### config.mk
export PLATFORM = sky130hd
export DESIGN_NAME = tsb_queue
export DESIGN_NICKNAME = d
export VERILOG_FILES = /design/src/design/tsb_pkg.sv /design/src/design/tsb_queue.sv
export SDC_FILE = /design/constraint.sdc
export NUM_CORES = 1
export LEC_CHECK = 0
export ABC_AREA = 1
export BUFFER_PORTS_ARGS = -buffer_cell sky130_fd_sc_hd__buf_4
export CORE_ASPECT_RATIO = 0.5
export CORE_UTILIZATION = 40
export DETAILED_ROUTE_END_ITERATION = 10
export GPL_TIMING_DRIVEN = 0
export MAX_ROUTING_LAYER = met4
export SLEW_MARGIN = 10
export SYNTH_ARGS = -nofsm -noshare
export SYNTH_HDL_FRONTEND = slang
export SYNTH_SLANG_ARGS = --single-unit
### constraint.sdc
create_clock -name clk_i -period 13.45 [get_ports clk_i]
set_clock_uncertainty 0.1 [all_clocks]
set_input_delay 2.69 -clock clk_i [delete_from_list [all_inputs] [get_ports clk_i]]
set_output_delay 2.69 -clock clk_i [all_outputs]
set_load 0.005 [all_outputs]
### src/design/tsb_pkg.sv
// ----------------------------------------------------------------------------
// tsb_pkg: shared types and constants of the bilinear texture sampler
// Holds the sample request passed from the front end to the back end.
// ----------------------------------------------------------------------------
package tsb_pkg;

  localparam int unsigned MaxWidth  = 256;
  localparam int unsigned MaxHeight = 256;
  localparam int unsigned AddrW     = 16;
  localparam int unsigned IdxW      = 12;   // holds index up to 4095
  localparam int unsigned FracW     = 16;

  localparam logic [2:0] RegWidth  = 3'd0;
  localparam logic [2:0] RegHeight = 3'd1;
  localparam logic [2:0] RegClampU = 3'd2;
  localparam logic [2:0] RegClampV = 3'd3;
  localparam logic [2:0] RegLinear = 3'd4;

  // classified sample request
  typedef struct packed {
    logic             linear;
    logic [AddrW-1:0] a00;
    logic [AddrW-1:0] a01;
    logic [AddrW-1:0] a10;
    logic [AddrW-1:0] a11;
    logic [FracW-1:0] fu;
    logic [FracW-1:0] fv;
  } smp_req_t;

endpackage

### src/design/tsb_queue.sv
// ----------------------------------------------------------------------------
// tsb_queue: two-entry request queue between front and back end
// ----------------------------------------------------------------------------
module tsb_queue (
  input  logic              clk_i,
  input  logic              rst_ni,
  input  logic              wr_valid_i,
  output logic              wr_ready_o,
  input  tsb_pkg::smp_req_t wr_data_i,
  output logic              rd_valid_o,
  input  logic              rd_ready_i,
  output tsb_pkg::smp_req_t rd_data_o
);

  tsb_pkg::smp_req_t mem_q [2];
  logic       wp_q, rp_q;
  logic [1:0] cnt_q;
  logic       push, pop;

  assign wr_ready_o = cnt_q != 2'd2;
  assign rd_valid_o = cnt_q != 2'd0;
  assign push = wr_valid_i && wr_ready_o;
  assign pop  = rd_valid_o && rd_ready_i;
  assign rd_data_o = mem_q[rp_q];

  // pointers and fill level
  always_ff @(posedge clk_i or negedge rst_ni) begin
    if (!rst_ni) begin
      wp_q  <= 1'b0;
      rp_q  <= 1'b0;
      cnt_q <= 2'd0;
    end else begin
      if (push) wp_q <= ~wp_q;
      if (pop)  rp_q <= ~rp_q;
      cnt_q <= cnt_q + {1'b0, push} - {1'b0, pop};
    end
  end

  always_ff @(posedge clk_i) begin
    if (push) mem_q[wp_q] <= wr_data_i;
  end

endmodule

==> flow_summary_export.csv <==
group,metric,value,unit
synthesis,synth_flop_cell,"edfxtp_1",
hold_path,hold_depth,2,
power_and_ir_drop,power_density,210,mW/mm^2
clock_tree,cts-resized-gates,0,
power_and_ir_drop,ir_worst_vdd,0.000101,V
timing,setup_slack,9.01,ns
timing,fin_crit_sh,33.0,%
floorplan,die_x,193,um
power_and_ir_drop,intPower,1.40,mW
synthesis,synthesis.nets,641,
floorplan,die_h,97.4,um
detailed_routing,postRouteAntennaNets,0,
critical_path,crit_type,"flip-flop to output pin",
floorplan,io_pins,200,
timing,setup_violations,0,
synthesis,ys_types,11,
synthesis,yosys_warnings,0,
final_layout,n_antenna_cell,0,
final_layout,area_growth,33.8,%
clock_tree,cts.sinks,198,
floorplan,core-area,0.0176,mm^2
floorplan,die_area,0.0188,mm^2
timing,tns,0,ns
critical_path,start_kind,"flip-flop",
grt,globalRouteTotalUtil,17.1,%
final_layout,nets,864,
grt,grt_pass1_wl,23100,um
detailed_routing,wl_per_cell,14.9,um
detailed_routing,dr.first_iter.drc_count,196,
power_and_ir_drop,switching_share,31.4,%
timing,finalHoldViolations,0,
synthesis,syn_inst,538,
grt,overflow,0,
synthesis,synth-seq-cells,198,
clock_tree,cts_tree,"yes",
floorplan,initial_utilization,41.4,%
detailed_routing,viasPerCell,4.42,
job,maxCapViolCount,0,
critical_path,arrival,1.65,ns
detailed_routing,wl,15000,um
timing,tightest_slew,0.631,ns
synthesis,synth_top_area_share,80.0,%
final_layout,drive_gt1_share,33.1,%
clock_tree,cts_made_buffers,17,
synthesis,synth-edff-count,194,
clock_tree,cts_root_buf,"clkbuf_16",
power_and_ir_drop,power_frac_comb,35.0,%
critical_path,crit_required,10.66,ns
synthesis,yosys-top-cells-count,"nand2_1 (304), edfxtp_1 (194), buf_2 (14)",
detailed_routing,remaining_drc_errors,10,
synthesis,synth_top_area_cell,"edfxtp_1",
clock_tree,post-cts-setup-buffer-count,0,
synthesis,avgSynthCellArea,13.5,um^2
hold_path,hp-class,"flip-flop to flip-flop",
timing,rsz0062_at_grt,"no",
synthesis,yosysMostFrequentCell,"nand2_1",
floorplan,rows,34,
detailed_routing,first_pass_iters,7,
clock_tree,worstSkewPairLatency,0.41,ns
power_and_ir_drop,pwr-share-clk,22.5,%
timing,drv_slew,0,
grt,grt_max_degree,64,
placed_design,pre_cts_slack,9.13,ns
grt,grt_pass1_vias,4374,
run_status,status,"complete, but fails checks",
timing,fmax,0.225,GHz
power_and_ir_drop,seqPwrFrac,42.5,%
detailed_routing,via_count,4456,
clock_tree,ctsHtreeMaxLevel,4,
power_and_ir_drop,p_leak,4.17,nW
critical_path,reg2regPathDepth,5,
synthesis,synthTopCellsByArea,"edfxtp_1 (80%), nand2_1 (16%), dfrtp_1 (1.4%)",
placed_design,io_buffers,199,
timing,max_slew_margin,57.8,%
timing,finalCriticalPeriod,4.44,ns
clock_tree,clk_pin_slew,0.06,ns
placed_design,hpwl,10100,um
clock_tree,clockBufferDepth,2,
run_status,violations,"design-rule violations",
critical_path,end_kind,"output pin",
critical_path,crit_fanout,10,
grt,antenna_found_initial,0,
clock_tree,hold_buffers,0,
power_and_ir_drop,p_sw,0.640,mW
synthesis,yosysSeqAreaShare,81.4,%
placed_design,place.gp.congestion,0.698,
synthesis,async_flop_share,2.02,%
synthesis,netlist_area,0.00728,mm^2
[worst max-delay path, cell delays in order (launching register included)]
cell     delay [ns]
dfrtp_1        0.36
buf_4          0.17
inv_4          0.12
buf_6          0.17
buf_6          0.15
nand2_1        0.05
nand2_1        0.09
buf_4          0.12
[registers in the layout (all words and copies together) (netlist names)]
register / cells
cnt_q: 2
wp_q: 1
rp_q: 1
mem_q: 194
[cells by family after synthesis]
| group | after synthesis | share of synthesized area [%] |
|---|---|---|
| simple gates | 308 | 15.9 |
| flops | 198 | 81.4 |
| buf+inv | 30 | 2.34 |
| fa+ha+maj | 2 | 0.344 |
[per-layer routing]
layer | GRT usage [%] | up-vias | share of wire (%)
met3 | 4.66 | 5 | 4.6
met5 | - | - | 0
met1 | 20.4 | 2121 | 42
li1 | - | 2252 | -
met4 | 4.00 | 0 | 0.48
met2 | 28.6 | 78 | 52
[power by group through the flow]
stage,combinational [mW],clock (mW),sequential (mW)
final,0.714,0.460,0.867
after global routing,0.799,0.496,0.879
after CTS,0.736,0.472,0.868
after detailed placement,0.734,0,0.882
after global placement,0.694,0,0.909
after floorplan,0.323,0,0.893
[through the flow]
stage / utilization, % / power, mW / hold WS (ns) / area, um^2 / instances
final: 55.4 / 2.04 / 0.395 / 9740 / 1008
after global routing: 55.4 / 2.17 / 0.427 / 9740 / 1008
after CTS: 55.4 / 2.08 / 0.396 / 9740 / 1008
after detailed placement: 52.4 / 1.62 / 0.381 / 9210 / 976
after global placement: 51.6 / 1.60 / 0.355 / 9070 / 971
after floorplan: - / 1.22 / 0.342 / 7280 / 538
[layout make-up]
cell class                      count  area, um^2
Buffer                             21         134
Clock buffer                       19         433
Clock inverter                     13        95.1
Fill cell                        1453        7830
Inverter                            9        41.3
Multi-Input combinational cell    310        1190
Sequential cell                   198        5930
Tap cell                          234         293
Timing Repair Buffer              204        1620
[path summary, 6_finish.rpt]
path,startpoint,to,slack [ns]
hold / removal,wp_q,wp_q,0.40
hold reg to reg,wp_q,wp_q,0.40
setup reg to reg,cnt_q[1],mem_q[1][85],11.42
min in group asynchronous,rst_ni,cnt_q[1],1.96
max in group asynchronous,rst_ni,wp_q,11.18
setup / recovery,rp_q,rd_data_o[81],9.01
[cells in the final DEF (no fill, tap or decap)]
cell	instances
inv_4	1
nand3_1	3
inv_6	6
buf_4	203
buf_12	1
clkinvlp_4	3
clkinv_1	2
nor2_4	1
edfxtp_1	194
clkbuf_1	2
ha_1	2
buf_16	4
dfrtp_1	4
nand2_1	304
inv_1	7
clkbuf_16	17
inv_8	1
buf_2	14
clkinv_2	2
buf_6	3
Power figures use the tool's default switching activity.
