--- config.mk ---
export PLATFORM = sky130hd
export DESIGN_NAME = tsb_front
export DESIGN_NICKNAME = d
export VERILOG_FILES = /design/src/design/tsb_pkg.sv /design/src/design/tsb_front.sv
export SDC_FILE = /design/constraint.sdc
export NUM_CORES = 1
export LEC_CHECK = 0
export CORE_ASPECT_RATIO = 0.8
export CORE_UTILIZATION = 40
export CTS_CLUSTER_SIZE = 8
export DETAILED_ROUTE_END_ITERATION = 7
export DONT_BUFFER_PORTS = 1
export PLACE_DENSITY = 0.53
export RECOVER_POWER = 50
export SLEW_MARGIN = 10
export SYNTH_ARGS = -nofsm -noshare
export SYNTH_HDL_FRONTEND = slang
export SYNTH_SLANG_ARGS = --single-unit
--- constraint.sdc ---
create_clock -name clk_i -period 10.2 [get_ports clk_i]
set_input_delay 0.51 -clock clk_i [delete_from_list [all_inputs] [get_ports clk_i]]
set_output_delay 0.51 -clock clk_i [all_outputs]
set_load 0.02 [all_outputs]
--- src/design/tsb_pkg.sv ---
// ----------------------------------------------------------------------------
// tsb_pkg: shared types and constants of the bilinear texture sampler
// Holds the sample request passed from the front end to the back end.
// ----------------------------------------------------------------------------
package tsb_pkg;

  localparam int unsigned MaxWidth  = 256;
  localparam int unsigned MaxHeight = 256;
  localparam int unsigned AddrW     = 16;
  localparam int unsigned IdxW      = 12;   // holds index up to 4095
  localparam int unsigned FracW     = 16;

  localparam logic [2:0] RegWidth  = 3'd0;
  localparam logic [2:0] RegHeight = 3'd1;
  localparam logic [2:0] RegClampU = 3'd2;
  localparam logic [2:0] RegClampV = 3'd3;
  localparam logic [2:0] RegLinear = 3'd4;

  // classified sample request
  typedef struct packed {
    logic             linear;
    logic [AddrW-1:0] a00;
    logic [AddrW-1:0] a01;
    logic [AddrW-1:0] a10;
    logic [AddrW-1:0] a11;
    logic [FracW-1:0] fu;
    logic [FracW-1:0] fv;
  } smp_req_t;

endpackage

--- src/design/tsb_front.sv ---
// ----------------------------------------------------------------------------
// tsb_front: coordinate front end
// Normalizes and scales u/v, computes the four texel addresses and weights.
// Two register stages; holds when the queue is full.
// ----------------------------------------------------------------------------
module tsb_front (
  input  logic              clk_i,
  input  logic              rst_ni,
  input  logic              in_valid_i,
  output logic              in_ready_o,
  input  logic [31:0]       coord_u_i,
  input  logic [31:0]       coord_v_i,
  input  logic [8:0]        width_i,
  input  logic [8:0]        height_i,
  input  logic              clamp_u_i,
  input  logic              clamp_v_i,
  input  logic              linear_i,
  output logic              req_valid_o,
  input  logic              req_ready_i,
  output tsb_pkg::smp_req_t req_o,
  output logic              busy_o
);

  logic [8:0]  w_s, h_s;
  logic [16:0] nu, nv;

  // stage 1 registers: scaled positions
  logic        s1_valid_q;
  logic [28:0] su_q, sv_q;
  logic [8:0]  w_q, h_q;
  logic        lin_q;
  logic        s2_valid_q;
  tsb_pkg::smp_req_t req_q, req_d;
  logic        s2_free, s1_free;

  // saturate sizes
  always_comb begin
    w_s = (width_i == 9'd0) ? 9'd1 :
          (width_i > 9'(tsb_pkg::MaxWidth)) ? 9'(tsb_pkg::MaxWidth) : width_i;
    h_s = (height_i == 9'd0) ? 9'd1 :
          (height_i > 9'(tsb_pkg::MaxHeight)) ? 9'(tsb_pkg::MaxHeight) : height_i;
  end

  // clamp or wrap
  always_comb begin
    if (clamp_u_i) begin
      if (coord_u_i[31]) nu = 17'd0;
      else if (coord_u_i > 32'h10000) nu = 17'h10000;
      else nu = coord_u_i[16:0];
    end else begin
      nu = {1'b0, coord_u_i[15:0]};
    end
    if (clamp_v_i) begin
      if (coord_v_i[31]) nv = 17'd0;
      else if (coord_v_i > 32'h10000) nv = 17'h10000;
      else nv = coord_v_i[16:0];
    end else begin
      nv = {1'b0, coord_v_i[15:0]};
    end
  end

  assign s2_free    = !s2_valid_q || req_ready_i;
  assign s1_free    = !s1_valid_q || s2_free;
  assign in_ready_o = s1_free;
  assign busy_o     = s1_valid_q || s2_valid_q;

  // stage 1: scale by size minus one
  always_ff @(posedge clk_i or negedge rst_ni) begin
    if (!rst_ni) begin
      s1_valid_q <= 1'b0;
    end else if (s1_free) begin
      s1_valid_q <= in_valid_i;
    end
  end

  always_ff @(posedge clk_i) begin
    if (s1_free && in_valid_i) begin
      su_q  <= 29'(nu) * 29'(w_s - 9'd1);
      sv_q  <= 29'(nv) * 29'(h_s - 9'd1);
      w_q   <= w_s;
      h_q   <= h_s;
      lin_q <= linear_i;
    end
  end

  // stage 2: neighbor indices and addresses
  always_comb begin
    logic [11:0] iu, iv, iu1, iv1;
    logic [23:0] r0, r1;
    iu  = su_q[27:16];
    iv  = sv_q[27:16];
    iu1 = (iu + 12'd1 > 12'(w_q) - 12'd1) ? 12'(w_q) - 12'd1 : iu + 12'd1;
    iv1 = (iv + 12'd1 > 12'(h_q) - 12'd1) ? 12'(h_q) - 12'd1 : iv + 12'd1;
    r0  = iv * 12'(w_q);
    r1  = iv1 * 12'(w_q);
    req_d.linear = lin_q;
    req_d.a00 = r0[15:0] + 16'(iu);
    req_d.a01 = r0[15:0] + 16'(iu1);
    req_d.a10 = r1[15:0] + 16'(iu);
    req_d.a11 = r1[15:0] + 16'(iu1);
    req_d.fu  = su_q[15:0];
    req_d.fv  = sv_q[15:0];
  end

  always_ff @(posedge clk_i or negedge rst_ni) begin
    if (!rst_ni) begin
      s2_valid_q <= 1'b0;
    end else if (s2_free) begin
      s2_valid_q <= s1_valid_q;
    end
  end

  always_ff @(posedge clk_i) begin
    if (s2_free && s1_valid_q) req_q <= req_d;
  end

  assign req_valid_o = s2_valid_q;
  assign req_o       = req_q;

endmodule

==> summary.md <==
| Metric | Value |
|---|---|
| Setup ws final | `1.042 ns` |
| Placement Setup Slack | `1.160 ns` |
| Die ar. | `0.06543 mm2` |
| Hold Path Origin | `linear_i` |
| Latest clock arrival within the worst-skew pair | `0.49 ns` |
| Met3 WL post-DR | `2662 um` |
| Number of library cell types mapped by synthesis | `79` |
| Die H | `229.0 um` |
| GPL Wtd Cong | `0.9184` |
| Longest Clk Path Bufs | `2` |
| Initial DRC Count | `1060` |
| HPWL Detailed | `53180 um` |
| Skew final | `0.01532 ns` |
| CTS Hold Bufs | `1` |
| Final-report hold violation count | `0` |
| Cell count after synthesis | `2709` |
| Synth Flop Type | `edfxtp_1` |
| Post-route ant nets | `0` |
| Max stage delay cell, worst path | `o311ai_0` |
| Yosys reg bits | `174` |
| Tightest Pin Transition | `3.930 ns` |
| Layout cells sized above 1 | `3.294%` |
| Post-synth EDFFs | `172` |
| WHS Path Cells | `0` |
| Worst path required time | `10.45 ns` |
| N_diodes | `0` |
| WL met2 | `27930 um` |
| Post-synth ARST share | `1.149%` |
| GRT Total Usage | `20.18%` |
| Min-delay worst type | `in2reg` |
| Top routing layer in use | `met4` |
| Max Cap Violations | `2` |
| CP startpoint kind | `flip-flop` |
| Post-CTS Setup Bufs | `0` |
| GRT overflow | `0` |
| Final nets | `3461` |
| Largest net degree at the start of global routing | `68` |
| R2R cell count | `31` |
| Slew Viols, Final | `101` |
| TNS Setup | `0 ns` |
| Setup crit end kind | `flip-flop` |
| Initial Util | `40.83%` |
| Fin crit period | `9.158 ns` |
| WL final | `63850 um` |
| Commonest non-fill, non-tap cell in the layout | `inv_1` |
| Crit Path Class | `reg2reg` |
| CTS tree | `built` |
| H-Tree Depth | `4` |
| DR pass1 iterations | `6` |
| Routed vias | `18080` |
| First-pass GRT wire length | `103300 um` |
| Number of I/O port buffers | `0` |
| Reg-to-Reg Start | `sv_q[16]` |
| Total core area | `0.06310 mm2` |
| Io pins | `189` |
| Max FO, Critical Path | `13` |
| Avg Inst Size Synth | `9.510 um2` |
| Vias per cell | `5.061` |
| R2r setup slk | `1.04 ns` |
| Die Wd | `285.7 um` |
| Final Instance Area | `0.02751 mm2` |
| Start point of the critical path | `sv_q[16]` |
| Ys Warns | `0` |
| Initial antenna violation count | `0` |
| Area Overhead vs Synth | `6.770%` |
| Relative slew slack | `-162.0%` |
| Sequential area share after synthesis | `20.24%` |
| Vias in the first global route | `18700` |
| Final setup vio count | `0` |
| Met1 wire length | `32360 um` |
| Drt drc | `0` |
| Root Buffer | `clkbuf_16` |
| Placed Area | `0.02687 mm2` |
| WL/cell | `17.88 um` |
| CTS sink count | `174` |
| Fmax | `0.1092 GHz` |
| Most frequent cells in the layout | `inv_1 (466), fa_1 (368), nand2_1 (292), ha_1 (285), nor2_1 (239)` |
| Fin crit share | `89.78%` |
| Largest stage delay, worst path | `0.84 ns` |
| CTS buffer count | `17` |
| Post-CTS sizing | `0` |
| CP arrival | `9.41 ns` |
| Status | `finished, violations left` |
| RSZ-0062 raised after global routing | `no` |
| Row count | `82` |
| Failing checks | `capacitance limit, slew limit` |
| Cell Area, Synth | `0.02576 mm2` |
| Clock slew at reported path FFs | `0.09 ns` |
metrics by stage:
stage               utilization, %  hold slack [ns]  std cells
floorplan                        -           0.2144       2744
global placement             42.59           0.2145       3539
detailed placement           42.59           0.2145       3539
CTS                          43.62          0.07111       3572
global route                 43.59          0.07597       3572
finish                       43.59           0.1104       3572
synthesized netlist by cell type, drive strengths merged, types with 3 or more instances:
master   instances  area share [%]
inv            467             6.8
fa             368              29
nand2          293             4.3
ha             285              14
nor2           239             3.5
edfxtp         172              20
xnor2          112             3.8
and2           111             2.7
a21oi          101             2.0
clkbuf          61            0.89
o21ai           53             1.1
nand3           48            0.93
xor2            46             1.6
nand2b          44             1.1
a21o            35             1.0
nor2b           33            0.80
nor3            30            0.58
nor4            27            0.68
o21bai          22            0.64
nand4           16            0.45
or2             15            0.36
o21a            13            0.38
mux2i            9            0.46
o211ai           9            0.26
a31oi            8            0.19
and3             8            0.19
a211oi           7            0.20
a21boi           7            0.20
buf              7            0.14
or3              7            0.19
a41oi            4            0.14
o2111ai          4            0.14
a2111oi          3            0.10
a221oi           3            0.10
a31o             3            0.10
and4             3            0.10
mux2             3            0.16
nand4b           3            0.13
o31ai            3           0.087
layout make-up:
cell class	instances	area, um2
Timing Repair Buffer	24	167.7
Inverter	468	1757
Sequential cell	174	5215
Clock inverter	15	219.0
Clock buffer	17	425.4
Multi-Input combinational cell	2034	18670
Fill cell	6126	35590
Tap cell	840	1051
kinds of logic (layout without fill, tap and decap cells):
logic type | count (synthesis) | in the layout | share of synthesized area, %
multiplexers | 12 | 12 | 0.6216
adder cells (fa/ha/maj) | 653 | 653 | 42.44
XOR/XNOR | 159 | 159 | 5.493
buffers and inverters | 536 | 524 | 7.848
AND/OR/NAND/NOR | 885 | 885 | 16.26
flip-flops | 174 | 174 | 20.24
AO/OA/AOI/OAI | 288 | 288 | 7.067
other | 2 | 37 | 0.02915
path summary, 6_finish.rpt:
| check | to |
|---|---|
| hold reg to reg | req_o[24] |
| setup / recovery | req_o[63] |
| hold / removal | lin_q |
| min in group asynchronous | s1_valid_q |
| max in group asynchronous | req_valid_o |
| setup reg to reg | req_o[63] |
state kept, by name (all words and copies together) (netlist names):
signal       cells
h_q              9
sv_q            28
lin_q            1
w_q              9
s1_valid_q       1
req_valid_o      1
req_o           97
su_q            28
per-layer routing:
metal / vias up / global-route usage (%)
met1: 8918 / 30.33
met4: 0 / 4.512
met5: - / 0
li1: 8679 / -
met2: 436 / 30.83
met3: 46 / 2.580
critical path, delay by kind of cell (launching register included):
family,cells,cell delay (ns)
AO/OA/AOI/OAI,9,2.68
buffers and inverters,4,0.26
adder cells (fa/ha/maj),7,2.68
AND/OR/NAND/NOR,8,1.90
multiplexers,1,0.30
flip-flops,1,0.70
XOR/XNOR,2,0.42
Power is left out: the tool's default activity adds up to more than one toggle a clock period on the data nets, which glitch-free logic cannot reach.
